### config.mk
export PLATFORM = sky130hd
export DESIGN_NAME = sequence_reorder_window_unit
export DESIGN_NICKNAME = d
export VERILOG_FILES = /design/src/design/srw_pkg.sv /design/src/design/srw_core.sv /design/src/design/sequence_reorder_window_unit.sv
export SDC_FILE = /design/constraint.sdc
export NUM_CORES = 1
export LEC_CHECK = 0
export ABC_AREA = 1
export BUFFER_PORTS_ARGS = -buffer_cell sky130_fd_sc_hd__buf_4
export CORE_UTILIZATION = 60
export CTS_BUF_LIST = sky130_fd_sc_hd__clkbuf_4
export CTS_CLUSTER_DIAMETER = 200
export DETAILED_ROUTE_END_ITERATION = 7
export PLACE_DENSITY = 0.76
export SYNTH_ARGS = -nofsm -noshare
export SYNTH_HDL_FRONTEND = slang
export SYNTH_SLANG_ARGS = --single-unit
### constraint.sdc
create_clock -name clk_i -period 14.2 [get_ports clk_i]
set_input_delay 0.71 -clock clk_i [delete_from_list [all_inputs] [get_ports clk_i]]
set_output_delay 0.71 -clock clk_i [all_outputs]
set_load 0.1 [all_outputs]
### src/design/srw_pkg.sv
// ----------------------------------------------------------------------------
// srw_pkg: shared types and helpers for the sequence reorder window
// Status codes, request/result/state records, and the wrapping marker
// arithmetic and bit-scan helpers used by the core and the checker.
// ----------------------------------------------------------------------------
package srw_pkg;

  // Window depth: markers 1..WINDOW ahead of expected are held
  localparam int unsigned WINDOW = 32;

  // Number of valid markers (1 .. 2^32-1)
  localparam logic [32:0] SEQ_SPACE = 33'h0_FFFF_FFFF;

  // Timeout register value after reset
  localparam logic [31:0] GAP_TIMEOUT_RST = 32'd1000;

  // Request types
  localparam logic REQ_ADMIT = 1'b0;
  localparam logic REQ_POLL  = 1'b1;

  // Result status codes
  localparam logic [2:0] ST_RELEASED = 3'd0;
  localparam logic [2:0] ST_HELD     = 3'd1;
  localparam logic [2:0] ST_DUP      = 3'd2;
  localparam logic [2:0] ST_INVALID  = 3'd3;
  localparam logic [2:0] ST_RANGE    = 3'd4;
  localparam logic [2:0] ST_OVERFLOW = 3'd5;

  typedef struct packed {
    logic        req_type;
    logic [31:0] marker;
    logic [63:0] now_ms;
  } srw_req_t;

  typedef struct packed {
    logic [2:0]  status;
    logic [31:0] run_start;
    logic [5:0]  run_length;
  } srw_res_t;

  typedef struct packed {
    logic [31:0] expected;
    logic [31:0] held;
    logic [63:0] deadline;
  } srw_state_t;

  // Advance marker m by n places, wrapping past zero (zero is skipped)
  function automatic logic [31:0] seq_add(logic [31:0] m, logic [6:0] n);
    logic [32:0] x;
    x = {1'b0, m} + 33'(n) - 33'd1;
    if (x >= SEQ_SPACE) begin
      x = x - SEQ_SPACE;
    end
    return x[31:0] + 32'd1;
  endfunction

  // Count of consecutive set bits starting at bit 0 (0..32)
  function automatic logic [5:0] cnt_trail_ones(logic [31:0] b);
    logic [5:0] n;
    n = 6'd32;
    for (int i = 31; i >= 0; i--) begin
      if (!b[i]) n = 6'(i);
    end
    return n;
  endfunction

  // Index of the lowest set bit (32 when none)
  function automatic logic [5:0] cnt_trail_zeros(logic [31:0] b);
    logic [5:0] n;
    n = 6'd32;
    for (int i = 31; i >= 0; i--) begin
      if (b[i]) n = 6'(i);
    end
    return n;
  endfunction

endpackage

### src/design/srw_core.sv
// ----------------------------------------------------------------------------
// srw_core: next-state and result logic of the reorder window
// Classifies one admit or poll request against the current window state
// and produces the updated state and the result item in one pass.
// ----------------------------------------------------------------------------
module srw_core (
  input  srw_pkg::srw_req_t   req_i,
  input  srw_pkg::srw_state_t state_i,
  input  logic [31:0]         gap_timeout_i,
  output srw_pkg::srw_state_t state_o,
  output srw_pkg::srw_res_t   res_o
);
  import srw_pkg::*;

  logic [32:0] diff;
  logic [31:0] fwd;
  logic        in_win;
  logic        behind;
  logic [4:0]  bit_idx;
  logic        bit_held;
  logic        armed;
  logic [64:0] arm_sum;
  logic        arm_ovf;
  logic        poll_due;
  logic [5:0]  skip;
  logic [31:0] rest;
  logic [5:0]  run_ones;
  logic [6:0]  total;
  logic [31:0] first;
  logic [31:0] rel_expected;
  logic [31:0] rel_held;

  // Forward distance from expected to the arriving marker, modulo the space
  always_comb begin
    diff = {1'b0, req_i.marker} - {1'b0, state_i.expected};
    fwd  = diff[32] ? 32'(diff + SEQ_SPACE) : diff[31:0];
  end

  assign in_win   = (fwd != 32'd0) && (fwd <= 32'(WINDOW));
  assign behind   = (33'(fwd) + 33'(WINDOW)) >= SEQ_SPACE;
  assign bit_idx  = 5'(fwd - 32'd1);
  assign bit_held = state_i.held[bit_idx];

  // Deadline arming and its overflow
  assign armed    = state_i.deadline != 64'd0;
  assign arm_sum  = {1'b0, req_i.now_ms} + 65'(gap_timeout_i);
  assign arm_ovf  = arm_sum[64];
  assign poll_due = (state_i.held != 32'd0) && (req_i.now_ms >= state_i.deadline);

  // Release path: a poll first skips the gap up to the lowest held marker
  always_comb begin
    skip         = (req_i.req_type == REQ_POLL) ?
                   cnt_trail_zeros(state_i.held) + 6'd1 : 6'd0;
    rest         = state_i.held >> skip;
    run_ones     = cnt_trail_ones(rest);
    total        = 7'(skip) + 7'(run_ones) + 7'd1;
    first        = seq_add(state_i.expected, 7'(skip));
    rel_expected = seq_add(state_i.expected, total);
    rel_held     = state_i.held >> total;
  end

  // Classify the request and update the window
  always_comb begin
    state_o = state_i;
    res_o   = '{status: ST_HELD, run_start: 32'd0, run_length: 6'd0};
    if (req_i.req_type == REQ_ADMIT) begin
      if (req_i.marker == 32'd0) begin
        res_o.status = ST_INVALID;
      end else if (fwd == 32'd0) begin
        state_o.expected = rel_expected;
        state_o.held     = rel_held;
        if (rel_held == 32'd0) state_o.deadline = 64'd0;
        res_o.status     = ST_RELEASED;
        res_o.run_start  = first;
        res_o.run_length = run_ones + 6'd1;
      end else if (in_win) begin
        if (bit_held) begin
          res_o.status = ST_DUP;
        end else if (!armed && arm_ovf) begin
          res_o.status = ST_OVERFLOW;
        end else begin
          state_o.held[bit_idx] = 1'b1;
          if (!armed) state_o.deadline = arm_sum[63:0];
          res_o.status = ST_HELD;
        end
      end else begin
        res_o.status = behind ? ST_DUP : ST_RANGE;
      end
    end else if (poll_due) begin
      state_o.expected = rel_expected;
      state_o.held     = rel_held;
      res_o.run_start  = first;
      res_o.run_length = run_ones + 6'd1;
      res_o.status     = ST_RELEASED;
      if (rel_held == 32'd0) begin
        state_o.deadline = 64'd0;
      end else if (arm_ovf) begin
        res_o.status = ST_OVERFLOW;
      end else begin
        state_o.deadline = arm_sum[63:0];
      end
    end
  end

endmodule

### src/design/sequence_reorder_window_unit.sv
// ----------------------------------------------------------------------------
// sequence_reorder_window_unit: sequence marker reorder window, top level
// Flow: an accepted item waits in the input register, then passes srw_core
// into the result register once that is free. Throughput: one item per cycle
// unless the receiver stalls; the window update is one pass of srw_core.
// Reset: expected marker 1, nothing held, deadline unarmed, timeout 1000 ms.
// ----------------------------------------------------------------------------
module sequence_reorder_window_unit (
  input  logic        clk_i,
  input  logic        rst_ni,
  // configuration write channel
  input  logic        cfg_valid_i,
  output logic        cfg_ready_o,
  input  logic [31:0] cfg_gap_timeout_i,
  // input items
  input  logic        in_valid_i,
  output logic        in_stall_o,
  input  logic        in_req_type_i,
  input  logic [31:0] in_marker_i,
  input  logic [63:0] in_now_ms_i,
  // result items
  output logic        out_valid_o,
  input  logic        out_stall_i,
  output logic [2:0]  out_status_o,
  output logic [31:0] out_run_start_o,
  output logic [5:0]  out_run_length_o
);
  import srw_pkg::*;

  logic        in_vld_q, in_vld_d;
  srw_req_t    in_req_q;
  logic        out_vld_q, out_vld_d;
  srw_res_t    out_res_q;
  srw_state_t  state_q, state_d;
  srw_res_t    res_d;
  logic [31:0] gap_timeout_q;
  logic        in_take;
  logic        advance;

  // Move the held item into the result register when it is free
  assign advance    = in_vld_q && (!out_vld_q || !out_stall_i);
  assign in_stall_o = in_vld_q && !advance;
  assign in_take    = in_valid_i && !in_stall_o;

  assign in_vld_d  = in_take ? 1'b1 : (advance ? 1'b0 : in_vld_q);
  assign out_vld_d = advance ? 1'b1 : (out_stall_i ? out_vld_q : 1'b0);

  // Window logic
  srw_core u_core (
    .req_i         (in_req_q),
    .state_i       (state_q),
    .gap_timeout_i (gap_timeout_q),
    .state_o       (state_d),
    .res_o         (res_d)
  );

  // Control and window state
  always_ff @(posedge clk_i or negedge rst_ni) begin
    if (!rst_ni) begin
      in_vld_q      <= 1'b0;
      out_vld_q     <= 1'b0;
      state_q       <= '{expected: 32'd1, held: 32'd0, deadline: 64'd0};
      gap_timeout_q <= GAP_TIMEOUT_RST;
    end else begin
      in_vld_q  <= in_vld_d;
      out_vld_q <= out_vld_d;
      if (advance) state_q <= state_d;
      if (cfg_valid_i && cfg_ready_o) gap_timeout_q <= cfg_gap_timeout_i;
    end
  end

  // Payload registers
  always_ff @(posedge clk_i) begin
    if (in_take) begin
      in_req_q <= '{req_type: in_req_type_i, marker: in_marker_i, now_ms: in_now_ms_i};
    end
    if (advance) out_res_q <= res_d;
  end

  assign cfg_ready_o      = 1'b1;
  assign out_valid_o      = out_vld_q;
  assign out_status_o     = out_res_q.status;
  assign out_run_start_o  = out_res_q.run_start;
  assign out_run_length_o = out_res_q.run_length;

endmodule

==> impl_metrics.csv <==
group,metric,value,unit
global_routing,grt_max_degree,113,
synth,syn-num-nets,4192,
setup_path,cp_max_fo,44,
die,dieWidth,216,um
min_path,hp-class,"input port to flip-flop",
run,maxCapViolations,0,
clock_network,numCtsBuffers,83,
status,outcome,"complete, but fails checks",
final_layout,final_common_cell,"nand2_1",
die,start_util,60.7,%
timing,worst_slack,1460,ps
min_path,min_path_cells,1,
timing,skew,59.8,ps
timing,fin_crit,12740,ps
setup_path,worst-path-stages,113,
synth,yosys_warnings,0,
detailed_routing,vias,27091,
die,die_y,216,um
timing,max_slew_margin,13.9,%
synth,synthCells,3854,
die,core_area,45300,sq um
place,gp_congestion,0.999,
place,hpwl,61900,um
detailed_routing,drc_errors,14,
setup_path,path_buf_inv,12,
synth,yosysSeqAreaShare,29.8,%
clock_network,clkSinkCount,300,
setup_path,path_class,"flip-flop to flip-flop",
timing,tightest_slew,1290,ps
setup_path,crit_family,"simple AND/OR/NAND/NOR gates",
synth,async_reset_ff_share,54.0,%
timing,fin_hold_ws,37.8,ps
synth,yosys.cell_types.count,75,
clock_network,htree_levels,3,
detailed_routing,wl_per_cell,17.0,um
final_layout,drive_gt1_share,11.4,%
clock_network,clk_pin_slew,80,ps
timing,max_freq,78.5,MHz
detailed_routing,wl,81000,um
setup_path,critPathSlowestCell,"fa_1",
setup_path,critPathLaunchType,"flip-flop",
synth,synth_area,27500,sq um
timing,setup_viol,0,
setup_path,cpMostUsedCell,"nand2_1",
global_routing,first_global_vias,25604,
setup_path,max_stage_delay,450,ps
setup_path,required,14940,ps
global_routing,grt-ovfl-total,0,
place,io_buffers,176,
clock_network,clock_latency,880,ps
timing,hold_violations,0,
final_layout,final_cell_mix,"nand2_1, inv_1, o21ai_0, nor2_1, buf_4",
detailed_routing,viasPerCell,5.68,
status,failed_checks,"DRC",
detailed_routing,drtAntennaViolNets,0,
synth,synth-edff-count,138,
place,place_ws,1120,ps
timing,report.final.slew_viol_count,0,
clock_network,cts_root_buffer,"clkbuf_4",
setup_path,end_kind,"flip-flop",
timing,timing.final.crit_share,89.7,%
die,die_area,46700,sq um
final_layout,syn_to_final_growth,13.4,%
clock_network,cts_tree,"built",
synth,synth-seq-cells,300,
die,io_pins,178,
setup_path,worst_ep_arrival_time,13480,ps
setup_path,ff2ff_path_depth,113,
synth,ys.flop_type,"dfrtp_1",
die,fp-row-count,78,
global_routing,antenna_found_initial,2,
clock_network,cts_max_path_buffers,3,
global_routing,grt_pass1_wl,130000,um
global_routing,grt_usage,34.7,%
detailed_routing,dr.pass1.iters,8,
final_layout,nets,4439,
detailed_routing,drt-initial-drc-count,2709,
synth,syn_avg_cell_area,7.13,sq um
-- cell usage after synthesis, drive strengths merged, types with 3 or more instances --
cell type  number  area share (%)
nand2         743              10
inv           545             7.4
o21ai         454             8.3
nor2          431             6.1
xor2          201             6.5
ha            199             9.1
a21oi         193             3.7
dfrtp         155              14
nand3         155             2.8
edfxtp        138              15
nor3           88             1.8
clkbuf         72            0.99
nand4          71             1.7
xnor2          64             2.0
nor4           45             1.1
buf            32            0.66
mux2           32             1.3
o211ai         27            0.74
a31oi          21            0.50
a211oi         19            0.52
o22ai          19            0.43
o21bai         15            0.45
or2            14            0.32
o21a           13            0.35
o31ai          13            0.35
mux2i          10            0.36
nand3b         10            0.27
nor3b           8            0.24
dfstp           7            0.67
clkinv          5           0.068
fa              5            0.36
o22a            5            0.16
and2            4           0.091
and3            4           0.091
o221ai          4            0.13
o32ai           4            0.13
or4             4            0.11
a21boi          3           0.082
a21o            3           0.082
o2111ai         3           0.096
or3             3           0.068
-- per-layer routing --
metal | track usage [%] | vias to the layer above | wire length, um
li1 | - | 13446 | -
met1 | 47.9 | 12427 | 36400
met5 | 0 | - | 0
met3 | 5.52 | 197 | 5790
met4 | 11.8 | 0 | 2740
met2 | 55.3 | 1021 | 36000
-- flip-flops by register name, summed over array words and instances, names as in the netlist --
name,count
state_q,128
out_run_length_o,6
out_status_o,3
out_run_start_o,32
in_req_q,97
out_valid_o,1
gap_timeout_q,32
in_vld_q,1
-- repair_timing --
item | in CTS | in global routing
hold buffers | 60 | 0
endpoints found under the hold margin | 100 | 0
setup buffers | 0 | 4
gates resized for setup | 0 | 17
setup endpoints to repair | 0 | 10
-- cell type report --
type,count,area [sq um]
Multi-Input combinational cell,2900,16900
Fill cell,4032,14100
Sequential cell,300,8210
Timing Repair Buffer,265,2170
Inverter,550,2070
Clock buffer,133,998
Tap cell,600,751
Clock inverter,19,115
Antenna cell,4,10.0
Timing Repair inverter,1,5.00
-- metrics by stage --
stage	setup TNS [ps]	instances	area, sq um	utilization [%]
after global placement	0	4551	29300	64.8
after floorplan	0	3854	27500	-
after detailed placement	0	4551	29300	64.8
final	0	4772	31200	68.9
after global routing	-49.2	4772	31200	68.9
after CTS	0	4763	31100	68.6
-- path summary, 6_finish.rpt --
path | from | endpoint | slack, ps
setup / recovery | state_q[94] | state_q[124] | 1460
hold / removal | in_req_type_i | in_req_q[96] | 40
setup reg to reg | state_q[94] | state_q[124] | 1460
hold reg to reg | state_q[127] | state_q[127] | 500
max in group asynchronous | rst_ni | state_q[84] | 12510
min in group asynchronous | rst_ni | gap_timeout_q[24] | 380
-- logic make-up after synthesis --
kind of cell               share of synthesized area [%]
AOI/OAI and AO/OA                                   16.5
and+or+nand+nor                                     24.9
other                                             0.0136
buffers and inverters                               9.17
DFF                                                 29.8
muxes                                               1.67
adders and majority gates                           9.42
xor gates and xnor gates                            8.52
Power is left out: the tool's default activity adds up to more than one toggle a clock period on the data nets, which glitch-free logic cannot reach.
